--- src/hw/rtl/hhv_pkg.sv ---
// Package for the Host header validator: per-element state type, phase codes,
// character constants and the configuration register indexes.
// No dependencies.
package hhv_pkg;

  localparam int unsigned HostLenW  = 9;
  localparam int unsigned QuadValW  = 9;
  localparam int unsigned LabelLenW = 7;
  localparam int unsigned PortValW  = 17;

  localparam logic [HostLenW-1:0]  HostLenMax  = 9'd511;
  localparam logic [2:0]           QuadPartMax = 3'd7;
  localparam logic [LabelLenW-1:0] LabelLenMax = 7'd127;
  localparam logic [QuadValW-1:0]  QuadClamp   = 9'd256;
  localparam logic [PortValW-1:0]  PortClamp   = 17'd65536;
  localparam logic [PortValW-1:0]  PortMax     = 17'd65535;

  // "localhost" match tracker
  localparam logic [3:0] KwLen  = 4'd9;
  localparam logic [3:0] KwDead = 4'd15;

  localparam logic [7:0] ChComma  = 8'h2C;
  localparam logic [7:0] ChColon  = 8'h3A;
  localparam logic [7:0] ChDot    = 8'h2E;
  localparam logic [7:0] ChSpace  = 8'h20;
  localparam logic [7:0] ChTab    = 8'h09;
  localparam logic [7:0] ChLbrack = 8'h5B;
  localparam logic [7:0] ChRbrack = 8'h5D;
  localparam logic [7:0] ChHyphen = 8'h2D;

  // configuration register indexes
  localparam logic CfgMaxHost  = 1'b0;
  localparam logic CfgMaxLabel = 1'b1;

  localparam logic [7:0] MaxHostReset  = 8'd253;
  localparam logic [5:0] MaxLabelReset = 6'd63;

  typedef enum logic [2:0] {
    PhLead = 3'b001,
    PhHost = 3'b010,
    PhPort = 3'b100
  } phase_e;

  typedef struct packed {
    phase_e                phase;
    logic                  pending_blank;
    logic [HostLenW-1:0]   host_len;
    logic                  open_br;
    logic                  close_br;
    logic                  quad_ok;
    logic [2:0]            quad_parts;
    logic [QuadValW-1:0]   quad_value;
    logic                  quad_tok;
    logic                  name_ok;
    logic                  first_label;
    logic [LabelLenW-1:0]  label_len;
    logic                  label_end_alnum;
    logic                  label_alpha;
    logic [3:0]            kw_idx;
    logic                  kw_match;
    logic                  label_seen;
    logic                  port_ok;
    logic [PortValW-1:0]   port_value;
    logic                  port_present;
  } elem_t;

  localparam elem_t ElemReset = '{
    phase:           PhLead,
    pending_blank:   1'b0,
    host_len:        '0,
    open_br:         1'b0,
    close_br:        1'b0,
    quad_ok:         1'b1,
    quad_parts:      3'd0,
    quad_value:      '0,
    quad_tok:        1'b0,
    name_ok:         1'b1,
    first_label:     1'b1,
    label_len:       '0,
    label_end_alnum: 1'b0,
    label_alpha:     1'b1,
    kw_idx:          4'd0,
    kw_match:        1'b0,
    label_seen:      1'b0,
    port_ok:         1'b1,
    port_value:      '0,
    port_present:    1'b0
  };

endpackage

--- src/hw/rtl/hhv_step.sv ---
// Per-byte update of the Host header validator: next element state, running
// any-valid flag and the verdict at the final byte. Pure combinational.
// Depends on hhv_pkg.
module hhv_step (
  input  hhv_pkg::elem_t elem_i,
  input  logic           any_valid_i,
  input  logic [7:0]     byte_i,
  input  logic           end_i,
  input  logic [7:0]     max_host_i,
  input  logic [5:0]     max_label_i,
  output hhv_pkg::elem_t elem_o,
  output logic           any_valid_o,
  output logic           result_o
);
  import hhv_pkg::*;

  function automatic logic is_digit(logic [7:0] c);
    return (c >= 8'h30) && (c <= 8'h39);
  endfunction

  function automatic logic is_alpha(logic [7:0] c);
    return ((c >= 8'h61) && (c <= 8'h7A)) || ((c >= 8'h41) && (c <= 8'h5A));
  endfunction

  function automatic logic is_blank(logic [7:0] c);
    return (c == ChSpace) || (c == ChTab);
  endfunction

  function automatic logic [7:0] kw_char(logic [3:0] idx);
    logic [7:0] r;
    case (idx)
      4'd0:    r = 8'h6C;  // l
      4'd1:    r = 8'h6F;  // o
      4'd2:    r = 8'h63;  // c
      4'd3:    r = 8'h61;  // a
      4'd4:    r = 8'h6C;  // l
      4'd5:    r = 8'h68;  // h
      4'd6:    r = 8'h6F;  // o
      4'd7:    r = 8'h73;  // s
      4'd8:    r = 8'h74;  // t
      default: r = 8'h00;
    endcase
    return r;
  endfunction

  function automatic elem_t close_label(elem_t s);
    elem_t r;
    logic  fits;
    r    = s;
    fits = s.label_len <= {1'b0, max_label_i};
    if (s.label_len == '0) begin
      r.name_ok = 1'b0;
    end else begin
      if (!fits) r.name_ok = 1'b0;
      if (s.first_label) begin
        if ((s.kw_idx == KwLen) && fits) r.kw_match = 1'b1;
        if (!s.label_alpha) r.name_ok = 1'b0;
        if (r.name_ok) r.label_seen = 1'b1;
      end else if (!s.label_end_alnum) begin
        r.name_ok = 1'b0;
      end
    end
    r.label_len       = '0;
    r.label_end_alnum = 1'b0;
    r.label_alpha     = 1'b1;
    r.first_label     = 1'b0;
    return r;
  endfunction

  function automatic elem_t label_char(elem_t s, logic [7:0] c);
    elem_t r;
    logic  alnum;
    r     = s;
    alnum = is_alpha(c) || is_digit(c);
    if (s.first_label) begin
      if (!is_alpha(c)) r.label_alpha = 1'b0;
      if ((s.kw_idx < KwLen) && (c == kw_char(s.kw_idx))) r.kw_idx = s.kw_idx + 4'd1;
      else r.kw_idx = KwDead;
    end else begin
      if ((s.label_len == '0) && !alnum) r.name_ok = 1'b0;
      if (!alnum && (c != ChHyphen)) r.name_ok = 1'b0;
    end
    r.label_end_alnum = alnum;
    if (s.label_len < LabelLenMax) r.label_len = s.label_len + 7'd1;
    return r;
  endfunction

  function automatic elem_t host_char(elem_t s, logic [7:0] c);
    elem_t       r;
    logic [11:0] v;
    r = s;
    v = {3'b0, s.quad_value} * 12'd10 + {8'b0, c[3:0]};
    if (s.host_len == '0) r.open_br = (c == ChLbrack);
    r.close_br = (c == ChRbrack);
    if (s.host_len < HostLenMax) r.host_len = s.host_len + 9'd1;
    if (c == ChDot) begin
      if (s.quad_parts < QuadPartMax) r.quad_parts = s.quad_parts + 3'd1;
      r.quad_value = '0;
      r.quad_tok   = 1'b0;
    end else if (is_digit(c)) begin
      if (v > 12'd255) begin
        r.quad_ok    = 1'b0;
        r.quad_value = QuadClamp;
      end else begin
        r.quad_value = v[QuadValW-1:0];
      end
      r.quad_tok = 1'b1;
    end else begin
      r.quad_ok = 1'b0;
    end
    if (c == ChDot) r = close_label(r);
    else r = label_char(r, c);
    return r;
  endfunction

  function automatic elem_t port_char(elem_t s, logic [7:0] c);
    elem_t       r;
    logic [19:0] v;
    r = s;
    v = {3'b0, s.port_value} * 20'd10 + {16'b0, c[3:0]};
    r.port_present = 1'b1;
    if (is_digit(c)) begin
      r.port_value = (v > {3'b0, PortClamp}) ? PortClamp : v[PortValW-1:0];
    end else begin
      r.port_ok = 1'b0;
    end
    return r;
  endfunction

  function automatic elem_t close_host(elem_t s);
    return (s.label_len != '0) ? close_label(s) : s;
  endfunction

  function automatic elem_t feed(elem_t s, logic [7:0] c);
    elem_t r;
    r = s;
    if (s.phase == PhHost) begin
      if (c == ChColon) begin
        r       = close_host(s);
        r.phase = PhPort;
      end else begin
        r = host_char(s, c);
      end
    end else begin
      r = port_char(s, c);
    end
    return r;
  endfunction

  // verdict on one finished element
  function automatic logic elem_ok(elem_t s);
    elem_t t;
    logic  quad_v;
    logic  br_v;
    logic  dom_v;
    logic  port_v;
    t      = (s.phase == PhHost) ? close_host(s) : s;
    quad_v = t.quad_ok && (({1'b0, t.quad_parts} + {3'b0, t.quad_tok}) == 4'd4);
    br_v   = t.open_br && t.close_br && (t.host_len >= 9'd2);
    dom_v  = (t.host_len >= 9'd1) && (t.host_len <= {1'b0, max_host_i}) &&
             (t.kw_match || (t.name_ok && t.label_seen));
    port_v = !t.port_present ||
             (t.port_ok && (t.port_value >= 17'd1) && (t.port_value <= PortMax));
    return (quad_v || br_v || dom_v) && port_v;
  endfunction

  elem_t s;
  logic  any;

  always_comb begin
    s        = elem_i;
    any      = any_valid_i;
    result_o = 1'b0;
    if (byte_i == ChComma) begin
      any = any | elem_ok(s);
      s   = ElemReset;
    end else if (s.phase == PhLead) begin
      if (!is_blank(byte_i)) begin
        s.phase = PhHost;
        s       = feed(s, byte_i);
      end
    end else if (is_blank(byte_i)) begin
      s.pending_blank = 1'b1;
    end else begin
      // a run of inner blanks counts as one space character
      if (s.pending_blank) begin
        s = (s.phase == PhHost) ? host_char(s, ChSpace) : port_char(s, ChSpace);
        s.pending_blank = 1'b0;
      end
      s = feed(s, byte_i);
    end
    if (end_i) begin
      if (byte_i != ChComma) any = any | elem_ok(s);
      result_o = any;
      any      = 1'b0;
      s        = ElemReset;
    end
  end

  assign elem_o      = s;
  assign any_valid_o = any;

endmodule

--- src/hw/rtl/http_host_header_validator.sv ---
// Host header validator top level: input register, per-byte state update,
// result register and the two configuration registers.
// Depends on hhv_pkg and hhv_step.
//
// Takes a Host header value one byte per transaction and returns one verdict
// (header_valid_o) per header, after the byte flagged by header_end_i. A byte
// is taken every clock cycle unless a final byte waits for room in the result
// register; each byte passes the input register and one combinational update
// of the element state, and the verdict is held in the result register. A
// stalled verdict stalls only the final byte of the next header; other bytes
// keep flowing. The user must write the limits max_host_length (index 0) and
// max_label_length (index 1) only while no header is in flight; the block does
// not enforce this. No initialization pass after reset.
module http_host_header_validator (
  input  logic       clk_i,
  input  logic       rst_ni,
  input  logic       cfg_we_i,
  input  logic       cfg_addr_i,
  input  logic [7:0] cfg_wdata_i,
  input  logic       in_valid_i,
  output logic       in_ready_o,
  input  logic [7:0] header_byte_i,
  input  logic       header_end_i,
  output logic       out_valid_o,
  input  logic       out_ready_i,
  output logic       header_valid_o
);
  import hhv_pkg::*;

  logic [7:0] max_host_q;
  logic [5:0] max_label_q;

  logic       in_valid_q;
  logic [7:0] in_byte_q;
  logic       in_end_q;

  elem_t      elem_q, elem_d;
  logic       any_q, any_d;
  logic       result;

  logic       out_valid_q;
  logic       out_data_q;
  logic       proc;

  always_ff @(posedge clk_i or negedge rst_ni) begin
    if (!rst_ni) begin
      max_host_q  <= MaxHostReset;
      max_label_q <= MaxLabelReset;
    end else if (cfg_we_i) begin
      unique case (cfg_addr_i)
        CfgMaxHost:  max_host_q  <= cfg_wdata_i;
        CfgMaxLabel: max_label_q <= cfg_wdata_i[5:0];
        default: ;
      endcase
    end
  end

  // only a final byte needs room in the result register
  assign proc       = in_valid_q && (!in_end_q || !out_valid_q || out_ready_i);
  assign in_ready_o = !in_valid_q || proc;

  always_ff @(posedge clk_i or negedge rst_ni) begin
    if (!rst_ni) begin
      in_valid_q <= 1'b0;
    end else if (in_ready_o) begin
      in_valid_q <= in_valid_i;
    end
  end

  always_ff @(posedge clk_i) begin
    if (in_ready_o && in_valid_i) begin
      in_byte_q <= header_byte_i;
      in_end_q  <= header_end_i;
    end
  end

  hhv_step u_step (
    .elem_i      (elem_q),
    .any_valid_i (any_q),
    .byte_i      (in_byte_q),
    .end_i       (in_end_q),
    .max_host_i  (max_host_q),
    .max_label_i (max_label_q),
    .elem_o      (elem_d),
    .any_valid_o (any_d),
    .result_o    (result)
  );

  always_ff @(posedge clk_i or negedge rst_ni) begin
    if (!rst_ni) begin
      elem_q <= ElemReset;
      any_q  <= 1'b0;
    end else if (proc) begin
      elem_q <= elem_d;
      any_q  <= any_d;
    end
  end

  always_ff @(posedge clk_i or negedge rst_ni) begin
    if (!rst_ni) begin
      out_valid_q <= 1'b0;
    end else begin
      out_valid_q <= (out_valid_q && !out_ready_i) || (proc && in_end_q);
    end
  end

  always_ff @(posedge clk_i) begin
    if (proc && in_end_q) begin
      out_data_q <= result;
    end
  end

  assign out_valid_o    = out_valid_q;
  assign header_valid_o = out_data_q;

endmodule
--- config.mk ---
export PLATFORM = sky130hd
export DESIGN_NAME = http_host_header_validator
export DESIGN_NICKNAME = d
export VERILOG_FILES = /design/src/hw/rtl/hhv_pkg.sv /design/src/hw/rtl/hhv_step.sv /design/src/hw/rtl/http_host_header_validator.sv
export SDC_FILE = /design/constraint.sdc
export NUM_CORES = 1
export LEC_CHECK = 0
export ABC_CLOCK_PERIOD_IN_PS = 6000
export BUFFER_PORTS_ARGS = -buffer_cell sky130_fd_sc_hd__buf_4
export CAP_MARGIN = 15
export CORE_ASPECT_RATIO = 1.2
export CORE_MARGIN = 3
export CORE_UTILIZATION = 35
export DETAILED_ROUTE_END_ITERATION = 10
export PLACE_DENSITY = 0.58
export SYNTH_ARGS = -nofsm -noshare
export SYNTH_HDL_FRONTEND = slang
export SYNTH_HIERARCHICAL = 1
export SYNTH_SLANG_ARGS = --single-unit
export TNS_END_PERCENT = 30
--- constraint.sdc ---
create_clock -name clk_i -period 6 [get_ports clk_i]
set_input_delay 1.2 -clock clk_i [delete_from_list [all_inputs] [get_ports clk_i]]
set_output_delay 1.2 -clock clk_i [all_outputs]
set_load 0.005 [all_outputs]
==> results of run 1 <==
[metal layers]
metal,global-route usage [%],wire [um]
met5,0,0
met4,8.60,1590
met3,2.48,1930
met2,38.1,21300
met1,27.2,18700
[synth_stat cells (9+ instances only)]
cell,n
nor4_1,16
nor2b_1,26
a22oi_2,10
nand4b_1,69
xor2_1,18
o21a_1,20
or3_1,12
o21ai_0,62
inv_1,47
and2_1,12
a221oi_1,14
and3_1,27
mux2i_1,11
mux2_2,24
o31ai_1,15
buf_2,40
a211oi_1,23
o211ai_2,40
nand4_1,21
nand2_1,180
edfxtp_1,10
o21ai_1,11
a22oi_1,11
xnor2_1,20
nor2_1,124
clkbuf_1,70
o211ai_1,38
a31oi_1,16
nand3b_1,9
nand3_1,47
dfrtp_1,63
a21o_1,20
nand2b_1,83
nor3_1,47
ha_1,109
a21oi_1,84
dfstp_2,19
[power by group]
part | switching [W] | internal [W]
clock network | 0.000270 | 0.000354
registers | 0.000226 | 0.000728
logic | 0.00103 | 0.000682
total | 0.00153 | 0.00176
[registers in the layout (all words and copies together) (netlist names)]
register,flops
header_valid_o,1
out_valid_o,1
elem_q,65
in_end_q,1
any_q,1
in_valid_q,1
in_byte_q,8
max_host_q,8
max_label_q,6
[final cells by class]
class / instances / area, um^2 / share of cell area, %
sequential: 92 / 2380 / 17.5
clock inverter: 2 / 12.5 / 0.0920
clock buffer: 14 / 307 / 2.25
inverter: 48 / 180 / 1.33
tap: 468 / 586 / 4.31
timing repair buffer: 61 / 458 / 3.37
multi-input combinational: 1370 / 9670 / 71.1
[kinds of logic after synthesis]
| kind of cell | after synthesis |
|---|---|
| AND/OR/NAND/NOR | 723 |
| XOR/XNOR | 40 |
| multiplexers | 35 |
| buffers and inverters | 173 |
| flip-flops | 92 |
| adder cells (fa/ha/maj) | 113 |
| AO/OA/AOI/OAI | 459 |
[cells in the final DEF (no fill, tap or decap), types with 21 or more instances in the layout]
| master | netlist | layout |
|---|---|---|
| nand3_1 | 47 | 47 |
| nor2b_1 | 26 | 26 |
| buf_4 | 3 | 61 |
| nand4b_1 | 69 | 69 |
| nand2_1 | 180 | 180 |
| and3_1 | 27 | 27 |
| nand2b_1 | 83 | 83 |
| o211ai_1 | 38 | 38 |
| a211oi_1 | 23 | 23 |
| dfrtp_1 | 63 | 61 |
| a21oi_1 | 84 | 84 |
| ha_1 | 109 | 109 |
| nand4_1 | 21 | 21 |
| o21ai_0 | 62 | 62 |
| inv_1 | 47 | 47 |
| nor2_1 | 124 | 124 |
| mux2_2 | 24 | 24 |
| nor3_1 | 47 | 47 |
| o211ai_2 | 40 | 40 |
[final timing paths]
| kind | start | end | slack, ns | cells past startpoint |
|---|---|---|---|---|
| max | elem_q[33] | header_valid_o | 0.73 | 20 |
| min | max_host_q[1] | max_host_q[1] | 0.53 | 1 |
| max reg2reg | elem_q[33] | header_valid_o | 0.73 | 20 |
| min reg2reg | max_host_q[1] | max_host_q[1] | 0.53 | 1 |
| max in group asynchronous | rst_ni | in_valid_q | 4.05 | 2 |
| min in group asynchronous | rst_ni | elem_q[29] | 0.83 | 1 |
[stage by stage]
stage	hold slack [ns]	utilization, %	area, um^2
global placement	0.494	36.8	13300
detailed placement	0.504	36.8	13300
global route	0.544	37.7	13600
finish	0.530	37.7	13600
CTS	0.530	37.7	13600
floorplan	0.481	-	12800
==> run summary, run 1 <==
Status - finished, final reports clean
I/O Pins - 26
Compound-cell area share of the yosys netlist - 27.4%
Critical path arrival - 5.49 ns
Critical path's most frequent cell - nor2_1
Layout area overhead - 6.16%
Initial antenna violation count - 0
Worst EP required - 6.22 ns
CP peak stage delay - 0.70 ns
Worst vdd ir - 0.000118 V
Pwr Density - 242 nW/um^2
Static Leakage - 5.64 nW
Clock Tree Buf Depth - 2
Pre-antenna DRT Iters - 5
Drc violations - 0
Setup WS post-layout - 0.729 ns
CTS root buf - clkbuf_16
Main combinational cell family by area after synthesis - simple AND/OR/NAND/NOR gates
IO Port Bufs - 25
First-pass GRT wire length - 69.5 mm
# Post-CTS Setup Buffers - 0
Critical Path Slowest Stage Cell - dfrtp_1
Initial Util - 35.5%
Synth Area in XOR/XNOR - 2.90%
# fillers - 3706
FP Rows - 76
Max-cap violations - 0
Clock latency on the worst-skew pair - 0.37 ns
Cts repair resizes - 0
CP Max Fanout - 18
Die H - 216 um
Cells after Synth - 1635
Detailed Place HPWL - 31.4 mm
CP top delay family - compound AO/OA/AOI/OAI gates
Final #Nets - 1718
Final Instance Count excl. Fillers - 2055
Hold Path Class - register to register
Post-synthesis adder-cell area fraction - 11.3%
Simple-Gate Fraction of Synth Area - 31.0%
Final max-slew violation count - 0
Total power - 0.00329 W
Gr ovfl total - 0
Syn Nets - 1771
Sequential share of the synthesized area - 18.6%
Cell Chain, Critical Path - nand4_1 > nor2_1 > nor2_1 > o21ai_0 > ha_1 > nand2_1 > a2111o_1 > o31ai_1 > o21ba_1 > a221oi_1 > nor3_1 > ha_1 > and3_1 > a221oi_1 > a41oi_1 > nor2_1 > a32oi_1 > a211oi_1 > o21ai_1 > a32oi_1
Vias in the first global route - 12.4k
Synthesized cell area - 12800 um^2
CTS tree - yes
Routed Antenna Nets - 0
Final Wtd Congestion - 0.963
Slew HR - 23.2%
CTS hold repair buffers - 0
Average via count per standard cell - 6.20
Post-synth top flop - dfrtp_1
Die area - 38900 um^2
Async SR Flop Fraction - 89.1%
Post-Place Cells - 2039
Routed WL per cell - 21.2 um
Post-synth EDFFs - 10
Clk_skew - 0.0112 ns
Minimum clock period after layout - 5.27 ns
Setup WS pre-CTS - 0.783 ns
Synth area leaders - dfrtp_1 12%, ha_1 11%, nand2_1 5.3%
Worst-path clk slew - 0.07 ns
Unrepaired setup endpoints after global routing - false
Cts bufs inserted - 9
WL final - 43.6 mm
FF+latch count, synth - 92
CP Buf/Inv Count - 0
Crit Path Class - register to register
Synth Warn # - 6
Crit share post-route - 87.8%
Largest net degree at the start of global routing - 119
Detailed Route Iter0 Violations - 1132
Setup violators final - 0
Final hold vios - 0
Worst-margin pin slew - 1.15 ns
Startpoint Class - register
H-tree lvl count - 3
All-layer global routing usage - 21.7%
Via count - 12.7k
Post-synthesis mux area share - 2.97%
Fmax - 190 MHz
Final TNS setup - 0 ns
Clock tree sinks - 92
Post-synth cell types - 104
CP endpoint kind - register
ANT cells - 0
Core footprint - 36000 um^2
Die Wd - 181 um
Area leader, netlist - dfrtp_1
Layout cell share with drive strength beyond 1 - 13.2%
Area fraction of the dominant cell type after synthesis - 12.3%
Syn Area/Cell - 7.83 um^2
(Power assumes the default switching activity.)
==> run 2, diff against run 1 <==
- SYNTH_HIERARCHICAL: 1 -> default
==> run 2 against run 1 <==
Compared with the run above: die area is 18% lower; global-route usage is 1.1 points lower; synthesized cell count is 19% lower; largest cell class unchanged; largest power group unchanged; highest routed layer unchanged.
==> run summary, run 2 <==
Status - finished, final reports clean
Met1 usage - 27.1% (-0.12 points)
GR Util met3 - 2.90% (+0.42 points)
Detailed Place HPWL - 25.3 mm (-19%)
CP top delay family - compound AO/OA/AOI/OAI gates
Synth Area in XOR/XNOR - 4.10% (+1.2 points)
Cells after Synth - 1326 (-19%)
Die Wd - 163 um (-9.7%)
Startpoint Class - register
Setup violators final - 0 (unchanged)
Compound-cell area share of the yosys netlist - 26.9% (-0.43 points)
CP peak stage delay - 0.60 ns (-0.10 ns)
Drc violations - 0 (unchanged)
Clock tree sinks - 92 (unchanged)
Worst vdd ir - 0.000144 V (+22%)
Core footprint - 29000 um^2 (-19%)
# Post-CTS Setup Buffers - 0 (unchanged)
Minimum clock period after layout - 5.46 ns (+0.193 ns)
Static Leakage - 4.81 nW (-15%)
R2r setup slk - 0.54 ns (-0.19 ns)
Syn Area/Cell - 7.82 um^2 (-0.14%)
Sequential share of the synthesized area - 22.9% (+4.4 points)
Pwr Density - 248 nW/um^2 (+2.6%)
Initial Util - 35.7% (+0.21 points)
Crit Path Class - register to register
CP Buf/Inv Count - 0 (unchanged)
Syn Nets - 1462 (-17%)
Post-synthesis mux area share - 1.83% (-1.1 points)
Unrepaired setup endpoints after global routing - false
Synth area leaders - dfrtp_1 15%, ha_1 13%, o21ai_0 5.6%
H-tree lvl count - 3 (unchanged)
Vias in the first global route - 10.0k (-19%)
All-layer global routing usage - 20.6% (-1.1 points)
Critical Path Slowest Stage Cell - dfrtp_1
Pre-antenna DRT Iters - 5 (unchanged)
CP Max Fanout - 13 (-5)
Cell Chain, Critical Path - and4_1 > a31oi_1 > a31oi_1 > nand3_1 > nor4_1 > o22ai_1 > o32ai_1 > ha_1 > nor2b_1 > o21a_1 > o21a_1 > o21ai_0 > nand2b_1 > a21oi_1 > o311ai_0 > o21ai_0 > and3_1 > or4b_1 > a32oi_1
WL final - 33.2 mm (-24%)
Final max-slew violation count - 0 (unchanged)
Commonest cells after routing, fill and taps aside - 142 x nand2_1, 116 x o21ai_0, 109 x ha_1
Worst-path clk slew - 0.08 ns (about the same)
Die H - 195 um (-9.7%)
Clk_skew - 0.0111 ns (-0.0000906 ns)
WP depth - 19 (-5.0%)
Top reg by flops - elem_q
First-pass GRT wire length - 53.6 mm (-23%)
Worst Hold Path Cells - 2 (+1)
Critical path arrival - 5.66 ns (+0.17 ns)
Most common cell after layout, fill and taps aside - nand2_1
Worst EP required - 6.20 ns (-0.02 ns)
GR Util met2 - 34.3% (-3.8 points)
Initial antenna violation count - 0 (unchanged)
Reg2reg start - elem_q[57]
Max reg flops - 65 (unchanged)
Post-synth top cells - 142 x nand2_1, 116 x o21ai_0, 109 x ha_1, 91 x a21oi_1, 82 x nor2_1
Final Wtd Congestion - 0.943 (-2.1%)
Cts bufs inserted - 9 (unchanged)
Final hold vios - 0 (unchanged)
Layout area overhead - 8.96%
Final hold slack - 0.511 ns (-0.0193 ns)
Slew HR - 29.2% (+5.9 points)
Routed Antenna Nets - 0 (unchanged)
Final #Nets - 1460 (-15%)
Hold Path Class - register to register
Via count - 10.4k (-18%)
Final TNS setup - 0 ns (unchanged)
Layout cell share with drive strength beyond 1 - 10.1% (-3.1 points)
Clock Tree Buf Depth - 2 (unchanged)
Simple-Gate Fraction of Synth Area - 25.2% (-5.7 points)
Cts repair resizes - 0 (unchanged)
Main combinational cell family by area after synthesis - compound AO/OA/AOI/OAI gates
Largest regs - elem_q: 65 flops, in_byte_q: 8 flops, max_host_q: 8 flops
Synth Warn # - 0 (-6)
Post-synth top flop - dfrtp_1
Hold Path Sink - elem_q[19]
CTS tree - yes
Max-cap violations - 0 (unchanged)
Largest net degree at the start of global routing - 55 (-54%)
Async SR Flop Fraction - 89.1% (unchanged)
Gr ovfl total - 0 (unchanged)
Worst-margin pin slew - 1.05 ns (-0.0999 ns)
CP endpoint kind - register
Average via count per standard cell - 6.10 (-1.7%)
CTS hold repair buffers - 0 (unchanged)
Die area - 31700 um^2 (-18%)
IO Port Bufs - 25 (unchanged)
Reg-to-Reg End - header_valid_o
Post-synth EDFFs - 10 (unchanged)
CTS root buf - clkbuf_16
Clock latency on the worst-skew pair - 0.36 ns (about the same)
Area leader, netlist - dfrtp_1
Post-synthesis adder-cell area fraction - 13.9% (+2.6 points)
Synthesized cell area - 10400 um^2 (-19%)
I/O Pins - 26 (unchanged)
Area fraction of the dominant cell type after synthesis - 15.2% (+2.9 points)
Reg2Reg Depth - 19 (-5.0%)
Crit share post-route - 91.1% (+3.2 points)
Routed WL per cell - 19.4 um (-8.5%)
FF+latch count, synth - 92 (unchanged)
Detailed Route Iter0 Violations - 991 (-12%)
# fillers - 3004 (-19%)
Most common cell in the netlist - nand2_1
Hold path startpoint - elem_q[19]
ANT cells - 0 (unchanged)
Gr busiest metal - met2
FP Rows - 68 (-11%)
Fmax - 183 MHz (-3.5%)
Post-synth cell types - 84 (-19%)
run 2: logic make-up (layout without fill, tap and decap cells):
group | after synthesis | count (layout)
AOI/OAI and AO/OA | 426 | 426
xor gates and xnor gates | 47 | 47
adders and majority gates | 113 | 113
buffers and inverters | 131 | 134
DFF | 92 | 92
muxes | 18 | 18
and+or+nand+nor | 499 | 499
run 2: worst max path at each step:
| stage | from | end | slack (ns) |
|---|---|---|---|
| global route | elem_q[57] | header_valid_o | 0.15 |
| finish | elem_q[57] | header_valid_o | 0.54 |
| CTS | elem_q[30] | header_valid_o | 0.59 |
| detailed placement | elem_q[30] | header_valid_o | 0.64 |
| floorplan | elem_q[64] | header_valid_o | 1.18 |
| global placement | elem_q[30] | header_valid_o | 0.84 |
run 2: area by class of cell:
| class | count | area [um^2] | share of cell area (%) |
|---|---|---|---|
| clock buffer | 10 | 239 | 2.11 |
| clock inverter | 6 | 61.3 | 0.543 |
| inverter | 59 | 221 | 1.96 |
| multi-input combinational | 1103 | 7480 | 66.2 |
| sequential | 92 | 2380 | 21.0 |
| tap | 385 | 482 | 4.26 |
| timing repair buffer | 59 | 443 | 3.92 |
run 2: where the power goes:
part           leakage (nW)  internal (W)  total (W)  switching, W
Combinational          3.51      0.000528    0.00136      0.000830
Sequential             1.16      0.000711   0.000845      0.000133
Clock                 0.149      0.000334   0.000603      0.000269
run 2: routing by layer:
| metal | up-vias | wire length, um |
|---|---|---|
| li1 | 4998 | - |
| met1 | 4988 | 14400 |
| met2 | 384 | 16000 |
| met3 | 78 | 1770 |
| met4 | 0 | 1120 |
| met5 | - | 0 |
run 2: stage by stage:
stage | utilization (%) | cells | total power (W) | area, um^2 | worst slack, ns
final | 39.0 | 1714 | 0.00281 | 11300 | 0.536
after floorplan | - | 1326 | 0.00176 | 10400 | 1.18
after detailed placement | 37.9 | 1698 | 0.00219 | 11000 | 0.640
after CTS | 39.0 | 1714 | 0.00280 | 11300 | 0.590
after global routing | 39.0 | 1714 | 0.00300 | 11300 | 0.149
after global placement | 37.9 | 1698 | 0.00219 | 11000 | 0.839
run 2: worst reg2reg max path, delay by kind of cell, from the launching register on:
family	cells	cell delay, ns
AO/OA/AOI/OAI	11	2.27
AND/OR/NAND/NOR	7	2.10
flip-flops	1	0.60
adder cells (fa/ha/maj)	1	0.34
